==> config.mk <==
export PLATFORM = sky130hd
export DESIGN_NAME = line_span_rasterizer
export DESIGN_NICKNAME = d
export VERILOG_FILES = /design/src/sv/lsr_pkg.sv /design/src/sv/lsr_div.sv /design/src/sv/line_span_rasterizer.sv
export SDC_FILE = /design/constraint.sdc
export NUM_CORES = 1
export LEC_CHECK = 0
export BUFFER_PORTS_ARGS = -buffer_cell sky130_fd_sc_hd__buf_2
export CAP_MARGIN = 20
export CORE_MARGIN = 2
export CORE_UTILIZATION = 45
export CTS_BUF_LIST = sky130_fd_sc_hd__clkbuf_8
export DETAILED_ROUTE_END_ITERATION = 7
export SETUP_SLACK_MARGIN = 0.3
export SKIP_LAST_GASP = 1
export SLEW_MARGIN = 20
export SYNTH_ARGS = -nofsm -noshare
export SYNTH_HDL_FRONTEND = slang
export SYNTH_SLANG_ARGS = --single-unit
==> constraint.sdc <==
create_clock -name aclk -period 13.65 [get_ports aclk]
set_clock_uncertainty 0.1 [all_clocks]
set_input_delay 0.6825 -clock aclk [delete_from_list [all_inputs] [get_ports aclk]]
set_output_delay 0.6825 -clock aclk [all_outputs]
set_load 0.1 [all_outputs]
==> src/sv/lsr_pkg.sv <==
// lsr_pkg: shared types and constants of the line span rasteriser
// holds the request and span payload structs and the divider handshake structs
// no dependencies
package lsr_pkg;

    // coordinate width of every column and row field
    localparam int COORD_WIDTH = 10;
    localparam int COLOR_WIDTH = 16;

    typedef logic [COORD_WIDTH-1:0] coord_t;
    typedef logic [COLOR_WIDTH-1:0] color_t;

    // request codes
    localparam logic CMD_LOAD    = 1'b0;
    localparam logic CMD_ADVANCE = 1'b1;

    // one request on the input channel
    typedef struct packed {
        logic   cmd;
        coord_t start_x;
        coord_t start_y;
        coord_t end_x;
        coord_t end_y;
        color_t line_color;
    } lsr_in_t;

    // one span on the result channel
    typedef struct packed {
        coord_t column_x;
        coord_t span_low;
        coord_t span_high;
        color_t span_color;
        logic   last_span;
    } lsr_out_t;

    // divider start request
    typedef struct packed {
        logic   start;
        coord_t dividend;
        coord_t divisor;
    } lsr_div_req_t;

    // divider result
    typedef struct packed {
        logic   done;
        coord_t quotient;
        coord_t remainder;
    } lsr_div_rsp_t;

endpackage

==> src/sv/lsr_div.sv <==
// lsr_div: restoring divider, one quotient bit per cycle
// produces quotient and remainder of |dy| / dx for the slope
// depends on lsr_pkg
module lsr_div (
    input  logic                 aclk,
    input  logic                 aresetn,
    input  lsr_pkg::lsr_div_req_t req,
    output lsr_pkg::lsr_div_rsp_t rsp
);

    localparam int W     = lsr_pkg::COORD_WIDTH;
    localparam int CNT_W = $clog2(W);

    logic             run_reg,  run_next;
    logic             done_reg, done_next;
    logic [CNT_W-1:0] cnt_reg,  cnt_next;
    logic [W-1:0]     rem_reg,  rem_next;
    logic [W-1:0]     quo_reg,  quo_next;
    logic [W-1:0]     dvs_reg,  dvs_next;

    logic [W:0]       partial;
    logic [W:0]       diff;
    logic             fits;

    // one restoring step: bring down the next dividend bit and try the divisor
    always_comb begin
        partial = {rem_reg, quo_reg[W-1]};
        diff    = partial - {1'b0, dvs_reg};
        fits    = partial >= {1'b0, dvs_reg};
    end

    // sequencing of the iterations
    always_comb begin
        run_next  = run_reg;
        done_next = 1'b0;
        cnt_next  = cnt_reg;
        rem_next  = rem_reg;
        quo_next  = quo_reg;
        dvs_next  = dvs_reg;
        if (req.start) begin
            run_next = 1'b1;
            cnt_next = CNT_W'(W - 1);
            rem_next = '0;
            quo_next = req.dividend;
            dvs_next = req.divisor;
        end else if (run_reg) begin
            rem_next = fits ? diff[W-1:0] : partial[W-1:0];
            quo_next = {quo_reg[W-2:0], fits};
            cnt_next = cnt_reg - 1'b1;
            if (cnt_reg == '0) begin
                run_next  = 1'b0;
                done_next = 1'b1;
            end
        end
    end

    always_ff @(posedge aclk) begin
        if (!aresetn) begin
            run_reg  <= 1'b0;
            done_reg <= 1'b0;
            cnt_reg  <= '0;
        end else begin
            run_reg  <= run_next;
            done_reg <= done_next;
            cnt_reg  <= cnt_next;
        end
        rem_reg <= rem_next;
        quo_reg <= quo_next;
        dvs_reg <= dvs_next;
    end

    assign rsp.done      = done_reg;
    assign rsp.quotient  = quo_reg;
    assign rsp.remainder = rem_reg;

endmodule

==> src/sv/line_span_rasterizer.sv <==
// line_span_rasterizer: top level, request sequencer, span stepping and output register
// instantiates lsr_div; depends on lsr_pkg
//
// Draws a straight line as vertical pixel spans, at most one span per request. A load
// request orders the endpoints, starts the bit-serial divider for the slope
// quotient and remainder, and returns the first span; the next request can be
// taken only once the divider, producing one quotient bit a cycle, has finished
// and the span has gone to the output register. A vertical line (equal columns)
// skips the divider and goes straight to handing over its single span. Each advance
// request does one error-accumulator add-and-compare step at acceptance and then
// hands the span to the output register once that is free. An advance with no line in
// progress gives no span and leaves the block ready. The span waits in the output
// register while the next request is accepted.
module line_span_rasterizer (
    input  logic              aclk,
    input  logic              aresetn,
    input  logic              s_valid,
    output logic              s_ready,
    input  lsr_pkg::lsr_in_t  s_data,
    output logic              m_valid,
    input  logic              m_ready,
    output lsr_pkg::lsr_out_t m_data
);

    localparam int W = lsr_pkg::COORD_WIDTH;

    typedef enum logic [2:0] {
        ST_IDLE   = 3'b001,
        ST_DIVIDE = 3'b010,
        ST_EMIT   = 3'b100
    } state_t;

    state_t              state_reg, state_next;
    logic                line_busy_reg, line_busy_next;
    lsr_pkg::coord_t     column_now_reg, column_now_next;
    lsr_pkg::coord_t     column_last_reg, column_last_next;
    lsr_pkg::coord_t     row_previous_reg, row_previous_next;
    lsr_pkg::coord_t     row_base_reg, row_base_next;
    lsr_pkg::coord_t     step_quotient_reg, step_quotient_next;
    lsr_pkg::coord_t     step_remainder_reg, step_remainder_next;
    logic [W:0]          error_acc_reg, error_acc_next;
    lsr_pkg::coord_t     column_span_reg, column_span_next;
    logic                going_down_reg, going_down_next;
    lsr_pkg::color_t     held_color_reg, held_color_next;
    lsr_pkg::lsr_out_t   span_reg, span_next;
    logic                m_valid_reg, m_valid_next;
    lsr_pkg::lsr_out_t   m_data_reg, m_data_next;

    lsr_pkg::lsr_div_req_t div_req;
    lsr_pkg::lsr_div_rsp_t div_rsp;

    logic            accept;
    logic            out_free;

    // load: endpoint ordering and deltas
    logic            swap;
    lsr_pkg::coord_t ord_x0, ord_y0, ord_x1, ord_y1;
    lsr_pkg::coord_t load_dx, load_dy;
    logic            load_down;
    lsr_pkg::coord_t vert_lo, vert_hi;

    // advance: one accumulator step
    lsr_pkg::coord_t col_inc;
    logic [W:0]      acc_sum;
    logic            acc_wrap;
    logic [W:0]      acc_new;
    lsr_pkg::coord_t row_step;
    lsr_pkg::coord_t base_new;
    lsr_pkg::coord_t target;
    logic            at_last;
    lsr_pkg::coord_t adv_lo, adv_hi;

    assign s_ready  = (state_reg == ST_IDLE);
    assign accept   = s_valid && s_ready;
    assign out_free = !m_valid_reg || m_ready;

    // endpoint ordering so the walk runs toward larger columns
    always_comb begin
        swap      = s_data.start_x > s_data.end_x;
        ord_x0    = swap ? s_data.end_x   : s_data.start_x;
        ord_y0    = swap ? s_data.end_y   : s_data.start_y;
        ord_x1    = swap ? s_data.start_x : s_data.end_x;
        ord_y1    = swap ? s_data.start_y : s_data.end_y;
        load_dx   = ord_x1 - ord_x0;
        load_down = ord_y1 < ord_y0;
        load_dy   = load_down ? (ord_y0 - ord_y1) : (ord_y1 - ord_y0);
        vert_lo   = (s_data.start_y < s_data.end_y) ? s_data.start_y : s_data.end_y;
        vert_hi   = (s_data.start_y < s_data.end_y) ? s_data.end_y : s_data.start_y;
    end

    // next column: add remainder, fold back past dx, move the row base
    always_comb begin
        col_inc  = column_now_reg + 1'b1;
        acc_sum  = error_acc_reg + {1'b0, step_remainder_reg};
        acc_wrap = acc_sum >= {1'b0, column_span_reg};
        acc_new  = acc_wrap ? (acc_sum - {1'b0, column_span_reg}) : acc_sum;
        row_step = step_quotient_reg + W'(acc_wrap);
        base_new = going_down_reg ? (row_base_reg - row_step) : (row_base_reg + row_step);
        target   = (going_down_reg && acc_new != '0) ? (base_new - 1'b1) : base_new;
        at_last  = col_inc == column_last_reg;
        adv_lo   = (row_previous_reg < target) ? row_previous_reg : target;
        adv_hi   = (row_previous_reg < target) ? target : row_previous_reg;
    end

    // divider start on a sloped load
    always_comb begin
        div_req.start    = accept && s_data.cmd == lsr_pkg::CMD_LOAD
                           && s_data.start_x != s_data.end_x;
        div_req.dividend = load_dy;
        div_req.divisor  = load_dx;
    end

    lsr_div u_div (
        .aclk    (aclk),
        .aresetn (aresetn),
        .req     (div_req),
        .rsp     (div_rsp)
    );

    // request sequencer
    always_comb begin
        state_next          = state_reg;
        line_busy_next      = line_busy_reg;
        column_now_next     = column_now_reg;
        column_last_next    = column_last_reg;
        row_previous_next   = row_previous_reg;
        row_base_next       = row_base_reg;
        step_quotient_next  = step_quotient_reg;
        step_remainder_next = step_remainder_reg;
        error_acc_next      = error_acc_reg;
        column_span_next    = column_span_reg;
        going_down_next     = going_down_reg;
        held_color_next     = held_color_reg;
        span_next           = span_reg;
        m_valid_next        = m_valid_reg && !m_ready;
        m_data_next         = m_data_reg;

        case (state_reg)
            ST_IDLE: begin
                if (accept) begin
                    if (s_data.cmd == lsr_pkg::CMD_LOAD) begin
                        held_color_next = s_data.line_color;
                        if (s_data.start_x == s_data.end_x) begin
                            // vertical line: one span, no walk
                            line_busy_next       = 1'b0;
                            column_now_next      = s_data.start_x;
                            column_last_next     = s_data.start_x;
                            span_next.column_x   = s_data.start_x;
                            span_next.span_low   = vert_lo;
                            span_next.span_high  = vert_hi;
                            span_next.span_color = s_data.line_color;
                            span_next.last_span  = 1'b1;
                            state_next           = ST_EMIT;
                        end else begin
                            line_busy_next       = 1'b1;
                            column_span_next     = load_dx;
                            going_down_next      = load_down;
                            error_acc_next       = '0;
                            row_base_next        = ord_y0;
                            row_previous_next    = ord_y0;
                            column_now_next      = ord_x0;
                            column_last_next     = ord_x1;
                            span_next.column_x   = ord_x0;
                            span_next.span_low   = ord_y0;
                            span_next.span_high  = ord_y0;
                            span_next.span_color = s_data.line_color;
                            span_next.last_span  = 1'b0;
                            state_next           = ST_DIVIDE;
                        end
                    end else if (line_busy_reg) begin
                        column_now_next      = col_inc;
                        error_acc_next       = acc_new;
                        row_base_next        = base_new;
                        row_previous_next    = target;
                        line_busy_next       = !at_last;
                        span_next.column_x   = col_inc;
                        span_next.span_low   = adv_lo;
                        span_next.span_high  = adv_hi;
                        span_next.span_color = held_color_reg;
                        span_next.last_span  = at_last;
                        state_next           = ST_EMIT;
                    end
                end
            end
            ST_DIVIDE: begin
                if (div_rsp.done) begin
                    step_quotient_next  = div_rsp.quotient;
                    step_remainder_next = div_rsp.remainder;
                    state_next          = ST_EMIT;
                end
            end
            ST_EMIT: begin
                if (out_free) begin
                    m_valid_next = 1'b1;
                    m_data_next  = span_reg;
                    state_next   = ST_IDLE;
                end
            end
            default: begin
                state_next = ST_IDLE;
            end
        endcase
    end

    always_ff @(posedge aclk) begin
        if (!aresetn) begin
            state_reg          <= ST_IDLE;
            line_busy_reg      <= 1'b0;
            m_valid_reg        <= 1'b0;
            column_now_reg     <= '0;
            column_last_reg    <= '0;
            row_previous_reg   <= '0;
            row_base_reg       <= '0;
            step_quotient_reg  <= '0;
            step_remainder_reg <= '0;
            error_acc_reg      <= '0;
            column_span_reg    <= '0;
            going_down_reg     <= 1'b0;
            held_color_reg     <= '0;
        end else begin
            state_reg          <= state_next;
            line_busy_reg      <= line_busy_next;
            m_valid_reg        <= m_valid_next;
            column_now_reg     <= column_now_next;
            column_last_reg    <= column_last_next;
            row_previous_reg   <= row_previous_next;
            row_base_reg       <= row_base_next;
            step_quotient_reg  <= step_quotient_next;
            step_remainder_reg <= step_remainder_next;
            error_acc_reg      <= error_acc_next;
            column_span_reg    <= column_span_next;
            going_down_reg     <= going_down_next;
            held_color_reg     <= held_color_next;
        end
        span_reg   <= span_next;
        m_data_reg <= m_data_next;
    end

    assign m_valid = m_valid_reg;
    assign m_data  = m_data_reg;

endmodule
# Word-level counts from Yosys, hierarchy flattened
# Cells that the tools add are included.
[totals]
reg_bits = 233
wordCells = 134
[classes]
add_sub_neg = 12
n_lt_le_gt_ge = 6
n_eq_ne = 12
n_mux = 48
bitwise_logic = 4
n_reduce_logical = 22
[op_table]
columns = ["op", "count"]
rows = [
  ["$mux W10", 23],
  ["$mux W47", 3],
  ["$sub A10 B10 Y10", 5],
  ["$mux W11", 4],
  ["$lt A10 B10 Y1", 3],
  ["$ge A11 B10 Y1", 2],
  ["$eq A10 B10 Y1", 2],
  ["$mux W3", 6],
  ["$reduce_and A4 Y1", 3],
  ["$add A11 B10 Y11", 1],
  ["$reduce_bool A11 Y1", 1],
  ["$sub A11 B10 Y11", 1],
  ["$add A10 B1 Y10", 1],
  ["$add A10 B1 Y10 const B", 1],
  ["$add A10 B10 Y10", 1],
  ["$gt A10 B10 Y1", 1],
  ["$ne A10 B10 Y1", 1],
  ["$sub A10 B1 Y10 const B", 1],
  ["$mux W1", 9],
  ["$pmux W3 S3", 1],
  ["$mux W4", 2],
  ["$ne A2 B1 Y1 const B", 3],
  ["$reduce_and A2 Y1", 3],
  ["$reduce_and A3 Y1", 2],
  ["14 further kinds", 24],
]

# Longest topological paths before layout
# Gate-level depths: netlist of the first run.
[depth]
ltp_word = 11
mapped_depth = 43

# Cells and area by module
# Synthesis of the first run repeated with hierarchy kept, for this count alone.
[unflattened]
cells_unflattened = 1584
area_unflattened_um2 = 14327.5
[by_module_without_submodules]
columns = ["module", "instances", "cells_per_inst", "area_each_um2", "seq_area_each_um2"]
rows = [
  ["line_span_rasterizer", 1, 1396, 12286.8, 4884.7],
  ["lsr_div", 1, 188, 2040.7, 920.9],
]

# Worst setup path after synthesis of the first run
# OpenSTA, ideal clock, no wires.
[synth_path]
path_kind = "register to register"
start = "register step_remainder_reg[0]"
end = "register span_reg[30] (netlist name), data pin"
arrival_time_ps = 7490
required_time_ps = 13275
slack_ps = 5785
stages_incl_launch_ff = 40
path_buffers = 2
synth_period_minus_slack_ps = 7865
path_cell_list = "dfxtp_1 ha_1 inv_1 fa_1 nor2b_1 o211ai_1 a21oi_1 xnor2_1 inv_1 ha_1 or4_1 o21ai_2 o21ai_2 a21oi_1 nand2_1 buf_1 ha_1 xnor2_1 (+4 left out) ha_1 nor2b_1 o31a_1 o31a_1 o21ai_0 nand2b_1 xor2_1 and3b_1 o211ai_1 xnor2_1 ha_1 nand4_1 nor3_1 o21a_1 a31o_2 buf_6 mux2i_1 mux2i_1"
[synth_between]
elab_chain_cells = 11
[synth_lines]
columns = ["element", "line_no", "text"]
rows = [
  ["from (decl)", "line_span_rasterizer.sv:40", "lsr_pkg::coord_t step_remainder_reg, step_remainder_next;"],
  ["from (signal assigned)", "line_span_rasterizer.sv:229", "step_remainder_reg <= step_remainder_next;"],
  ["$add A11 B10 Y11 *", "line_span_rasterizer.sv:94", "acc_sum = error_acc_reg + {1'b0, step_remainder_reg};"],
  ["$ge A11 B10 Y1", "line_span_rasterizer.sv:95", "acc_wrap = acc_sum >= {1'b0, column_span_reg};"],
  ["$add A10 B1 Y10", "line_span_rasterizer.sv:97", "row_step = step_quotient_reg + W'(acc_wrap);"],
  ["$add A10 B10 Y10 or $sub A10 B10 Y10 (tied branches)", "line_span_rasterizer.sv:98", "base_new = going_down_reg ? (row_base_reg - row_step) : (row_base_reg + row_step);"],
  ["$mux W10", "line_span_rasterizer.sv:98", ""],
  ["$sub A10 B1 Y10", "line_span_rasterizer.sv:99", "target = (going_down_reg && acc_new != '0) ? (base_new - 1'b1) : base_new;"],
  ["$mux W10 *", "line_span_rasterizer.sv:99", ""],
  ["$lt A10 B10 Y1", "line_span_rasterizer.sv:101", "adv_lo = (row_previous_reg < target) ? row_previous_reg : target;"],
  ["$mux W10 *", "line_span_rasterizer.sv:101", ""],
  ["$mux W47 *", "line_span_rasterizer.sv:170", "end else if (line_busy_reg) begin"],
  ["$mux W47 *", "line_span_rasterizer.sv:141", "if (s_data.cmd == lsr_pkg::CMD_LOAD) begin"],
  ["to (signal assigned)", "line_span_rasterizer.sv:235", "span_reg <= span_next;"],
  ["to (decl)", "line_span_rasterizer.sv:45", "lsr_pkg::lsr_out_t span_reg, span_next;"],
]
# Mark *: on every way between the ends. The rest lies on a longest branch, timed or not. The select of a mux whose other input is x is not followed.
# A chain may end at the register's enable or synchronous reset.

# Final worst setup path of the first run
[layout_path]
start = "register step_remainder_reg[0]"
end = "register span_reg[31] (netlist name), data pin"
# Same word-level chain as after synthesis.

==> results of run 1 <==
[layout make-up]
| cell class | count | area share (%) |
|---|---|---|
| Multi-Input combinational cell | 1183 | 49.3 |
| Clock buffer | 47 | 4.00 |
| Sequential cell | 233 | 35.9 |
| Tap cell | 402 | 3.11 |
| Antenna cell | 4 | 0.0618 |
| Timing Repair Buffer | 120 | 3.90 |
| Clock inverter | 35 | 1.80 |
| Inverter | 84 | 1.95 |
[power groups by stage]
stage / sequential (mW) / clock, mW / combinational, mW
after floorplan: 0.874 / 0 / 0.895
after global placement: 0.884 / 0 / 1.14
after detailed placement: 0.885 / 0 / 1.15
after CTS: 0.871 / 0.750 / 1.15
after global routing: 0.879 / 0.782 / 1.29
final: 0.871 / 0.729 / 1.15
[cell usage after synthesis (all sizes together) (8+ instances only)]
master | number | share of area, %
clkbuf | 67 | 1.8
nand4 | 11 | 0.48
xor2 | 34 | 2.1
nand3 | 32 | 1.1
o211ai | 16 | 0.83
mux2i | 53 | 3.7
nor2b | 36 | 1.6
buf | 18 | 0.67
o21ai | 74 | 2.6
nand2 | 220 | 5.7
a21oi | 88 | 3.1
a31oi | 13 | 0.61
edfxtp | 114 | 24
o211a | 15 | 1.0
mux2 | 26 | 2.0
a21boi | 68 | 3.5
dfxtp | 119 | 17
o31a | 8 | 0.49
a21o | 17 | 0.88
and3 | 13 | 0.56
nor3 | 23 | 0.80
or3 | 9 | 0.39
nor2 | 102 | 2.7
a211oi | 30 | 1.6
and2 | 11 | 0.48
xnor2 | 55 | 3.3
a221oi | 15 | 0.91
nand2b | 20 | 0.87
ha | 77 | 6.7
o21a | 19 | 0.99
inv | 84 | 2.2
[path summary, 6_finish.rpt]
check / slack [ns] / end / depth (start not counted)
max: 4.58 / span_reg[31] / 37
min: 0.26 / held_color_reg[13] / 3
max reg2reg: 4.58 / span_reg[31] / 37
min reg2reg: 0.31 / m_data[39] / 0
[routing by layer]
layer	up-vias	GRT usage, %	routed length, µm
li1	5886	-	-
met3	71	4.75	2650
met1	5577	32.1	17700
met4	8	7.68	1000
met5	-	0	55
met2	308	36.2	17000
[worst reg2reg max path, delay by kind of cell (launching register included)]
family	cells	cell delay, ns
AOI/OAI and AO/OA	12	2.70
and+or+nand+nor	9	2.17
muxes	2	0.51
DFF	1	0.33
xor gates and xnor gates	4	0.80
adders and majority gates	7	2.10
buffers and inverters	3	0.21
[through the flow]
stage,utilization [%],instances,cell area [µm²]
floorplan,-,1585,14400
CTS,51.3,2104,16200
global placement,48.3,2022,15200
global route,51.3,2104,16200
finish,51.3,2108,16200
detailed placement,48.3,2022,15200
[logic make-up after synthesis]
logic type | after synthesis
AOI/OAI and AO/OA | 424
muxes | 79
xor gates and xnor gates | 89
DFF | 233
and+or+nand+nor | 510
adders and majority gates | 81
buffers and inverters | 169
==> metrics.txt, run 1 <==
LEAKAGE 6.61 nW; Final Hold Fails 0; Post-Synth XOR/XNOR Area 5.40%; Resize count post-CTS 0; total CTS buffers 44; Initial Util 45.7%; total grt overflow 0; setup bufs post-CTS 0; drt total wl 38400 µm; Crit Path Max Fanout 22; area of the mapped netlist 14400 µm²; sequential fraction of design power 31.6%; main combinational cell family by area after synthesis compound AO/OA/AOI/OAI gates; Worst setup EP type flop; share of cells above drive strength 1 13.7%; Synth async-reset ratio 0%; GPL Wtd Cong 0.908; initial antenna violation count 7; DR WL/cell 18.2 µm; CTS clk-pin slew, worst paths 0.07 ns; TritonCTS clock tree built; Synth Warn # 0; H-Tree Depth 2; sequential share of the synthesized area 40.2%; register area 5810 µm²; Fmax achieved 110 MHz; Net Count, Synth 1727; Skew-Pair Late Insertion Delay 0.58 ns; Ports 110; Cells after Synth 1585; final setup TNS 0 ns; final hold slack 0.264 ns; core area 31600 µm²; Synth Area in Compound Gates 20.4%; Clk pwr share 26.5%; Final min period 9.07 ns; fillers 2985; Post-synth EDFFs 114; Avg Inst Size Synth 9.10 µm²; Most Frequent Cell on Critical Path ha_1; status finished, final reports clean; vias in the first global route 11304; Int Pwr 1.69 mW; Worst Path Required 13.98 ns; via count 11850; Final WS setup 4.58 ns; Worst R2R Start step_remainder_reg[0]; Unique masters post-synth 85; die height 183 µm; I/O Buffers 109; Synth Area in Adders 7.23%; DRC viols 0; Critical Path Max Stage Delay 0.54 ns; crit-path leading delay family compound AO/OA/AOI/OAI gates; CTS sink count 233; fin crit share 66.5%; normalized max-slew margin 32.8%; clock buffer depth 3; CP startpoint kind flop; Combinational Power Share 41.9%; Detailed Place HPWL 28200 µm; Critical Path AT 9.40 ns; Layout Nets 1808; die width 183 µm; Worst-Margin Slew 1.01 ns; largest net degree at the start of global routing 76; post-synthesis mux area share 5.71%; die footprint 33500 µm²; most common cell after layout, fill and taps aside nand2_1; Layout Area Growth over Synthesis 12.2%; RSZ-0062 raised after global routing false; TritonRoute pass-1 iters 7; synthesis-stage register bit count 233; Hold Crit Class in -> reg; Worst path slowest cell or4_1; Worst VDD drop 0.0815 mV; power per cell area 170 nW/µm²; final setup violation count 0; P_sw 1.06 mW; pre-CTS WS 4.64 ns; first-pass GRT wire length 61400 µm; DRT antenna net count 0; Buf/Inv on CP 3; Simple-Gate Fraction of Synth Area 16.4%; Tot Pwr 2.75 mW; root buf cell clkbuf_8; critical path class reg -> reg; Hold Startpoint s_data[13]; Slew Limit Fails 0; Max Cap Violations 0; hold buffer count at cts 0; Worst Setup SP step_remainder_reg[0]; vias per cell 5.62; main flop type after synthesis dfxtp_1; drt first-iter violations 885; most frequent cells in the layout nand2_1, dfxtp_1, edfxtp_1; multi-input gate area in the final layout 7980 µm²; Sw Share 38.6%; GR Util All Layers 23.1%; row cnt 65
Note: power is estimated with default switching activity, not from simulation.
==> inputs of run 2 (changes only) <==
Clock period 13.65 ns to 8.8 ns, I/O delays scaled along.
==> run 2 against run 1 <==
  * Via count is 0.54% higher
  * Die area did not move
  * Non-clock buffer count up 10
  * Clock-buffer cell count stayed put
  * Critical path depth rose by 1
  * Final cell count about the same
  * Design area rose by 1.2%
  * Worst setup slack worse by 3.7 ns
  * Flip-flop and latch count did not move
  * Wire length rose by 1.7%
  * First-iteration DRC count shrank 12%
  * Critical path type unchanged
==> metrics.txt, run 2 (synthesis results as in run 1) <==
Layout Nets 1816 (+0.44%); Fmax achieved 126 MHz (+15%); core area 31600 µm² (unchanged); CTS sink count 233 (unchanged); fin crit share 89.8% (+23 points); row cnt 65 (unchanged); total grt overflow 0 (unchanged); Crit Path Max Fanout 8 (-64%); GR Util All Layers 22.9% (-0.30 points); largest net degree at the start of global routing 63 (-17%); met2 track demand over resource 36.3% (+0.091 points); fillers 3001 (+0.54%); CTS clk-pin slew, worst paths 0.06 ns (about the same); Hold Crit Class in -> reg; via count 11914 (+0.54%); RSZ-0062 raised after global routing false; pre-CTS WS 0.435 ns (-4.21 ns); drt total wl 39000 µm (+1.7%); Initial Util 45.7% (unchanged); root buf cell clkbuf_8; initial antenna violation count 6 (-1); Worst VDD drop 0.150 mV (+84%); vias per cell 5.65 (+0.49%); die height 183 µm (unchanged); final setup TNS 0 ns (unchanged); met1 Usage GRT 31.4% (-0.72 points); Critical Path AT 8.08 ns (-1.32 ns); Worst setup EP type flop; die width 183 µm (unchanged); drt first-iter violations 780 (-12%); first-pass GRT wire length 60700 µm (-1.2%); met3 GRT Util 4.53% (-0.22 points); Final min period 7.91 ns (-1.17 ns); vias in the first global route 11137 (-1.5%); Worst Path Required 8.97 ns (-5.01 ns); Final WS setup 0.893 ns (-3.68 ns); power per cell area 269 nW/µm² (+58%); most frequent cells in the layout nand2_1, dfxtp_1, edfxtp_1; GPL Wtd Cong 0.888 (-2.2%); Final Hold Fails 0 (unchanged); Critical Path Max Stage Delay 0.52 ns (-0.02 ns); DR WL/cell 18.5 µm (+1.7%); TritonRoute pass-1 iters 5 (-2); hold buffer count at cts 0 (unchanged); Ports 110 (unchanged); LEAKAGE 6.68 nW (+1.1%); Skew-Pair Late Insertion Delay 0.57 ns (about the same); clock buffer depth 3 (unchanged); Detailed Place HPWL 28300 µm (about the same); Worst path slowest cell or4_1; Slew Limit Fails 0 (unchanged); DRT antenna net count 0 (unchanged); H-Tree Depth 2 (unchanged); final setup violation count 0 (unchanged); status finished, final reports clean; Tot Pwr 4.41 mW (+60%); Layout Area Growth over Synthesis 13.6%; normalized max-slew margin 36.9% (+4.1 points); Max Cap Violations 0 (unchanged); total CTS buffers 41 (-6.8%); TritonCTS clock tree built; global routing's busiest layer met2; Core Util, Final 51.9% (+0.63 points); share of cells above drive strength 1 15.7% (+2.0 points); CP startpoint kind flop; most common cell after layout, fill and taps aside nand2_1; Worst-Margin Slew 0.946 ns (-0.0615 ns); Most Frequent Cell on Critical Path ha_1; DRC viols 0 (unchanged); critical path class reg -> reg; die footprint 33500 µm² (unchanged); I/O Buffers 109 (unchanged)
-- run 2: changes by cell type in the layout (fill, tap and decap cells not counted), moves of 4 or more --
cell,previous run,this run
a21oi_1,87,82
a21oi_2,1,5
buf_4,12,21
xnor2_1,55,46
xnor2_2,0,8
-- run 2: layer usage --
layer / up-vias / share of wire, %
met5: - / 0.15
met4: 8 / 2.7
met3: 75 / 5.5
met2: 265 / 45
met1: 5678 / 47
li1: 5888 / -
-- run 2: stage by stage --
stage / std cells / hold slack (ns) / area [µm²]
finish: 2109 / 0.0441 / 16400
global route: 2108 / 0.0350 / 16400
CTS: 2099 / 0.0142 / 16100
detailed placement: 2024 / 0.305 / 15300
global placement: 2024 / 0.301 / 15300
floorplan: 1585 / 0.300 / 14400
-- run 2: path summary, 6_finish.rpt --
check,start,endpoint,slack (ns),cells after the start
worst max register to register,step_remainder_reg[0],span_reg[29],0.89,38
worst min-delay path,s_data[4],held_color_reg[4],0.04,3
worst min register to register,span_reg[2],m_data[2],0.31,0
worst max-delay path,step_remainder_reg[0],span_reg[29],0.89,38
-- run 2: power by group --
part	internal [mW]	switching, mW	total, mW
combinational	0.836	1.18	2.02
clock	0.583	0.462	1.04
sequential	1.28	0.0716	1.35
total	2.70	1.71	4.41
-- run 2: cell type report --
class                           count  area [µm²]  area share, %
Inverter                           84         315           1.92
Tap cell                          402         503           3.07
Multi-Input combinational cell   1184        8170           49.9
Antenna cell                        1        2.50         0.0153
Sequential cell                   233        5810           35.4
Clock inverter                     28         218           1.33
Clock buffer                       47         647           3.95
Timing Repair Buffer              130         718           4.38
-- run 2: worst max-delay path: cells and delay by family (launching register included) --
family | cells | cell delay [ns]
flip-flops | 1 | 0.33
XOR/XNOR | 6 | 0.93
adder cells (fa/ha/maj) | 7 | 1.91
AND/OR/NAND/NOR | 8 | 1.59
AO/OA/AOI/OAI | 12 | 2.19
buffers and inverters | 3 | 0.24
multiplexers | 2 | 0.29
-- run 2: what timing repair did --
item	CTS	global route
setup buffers	0	8
gates resized for setup	0	32
setup endpoints to repair	0	20
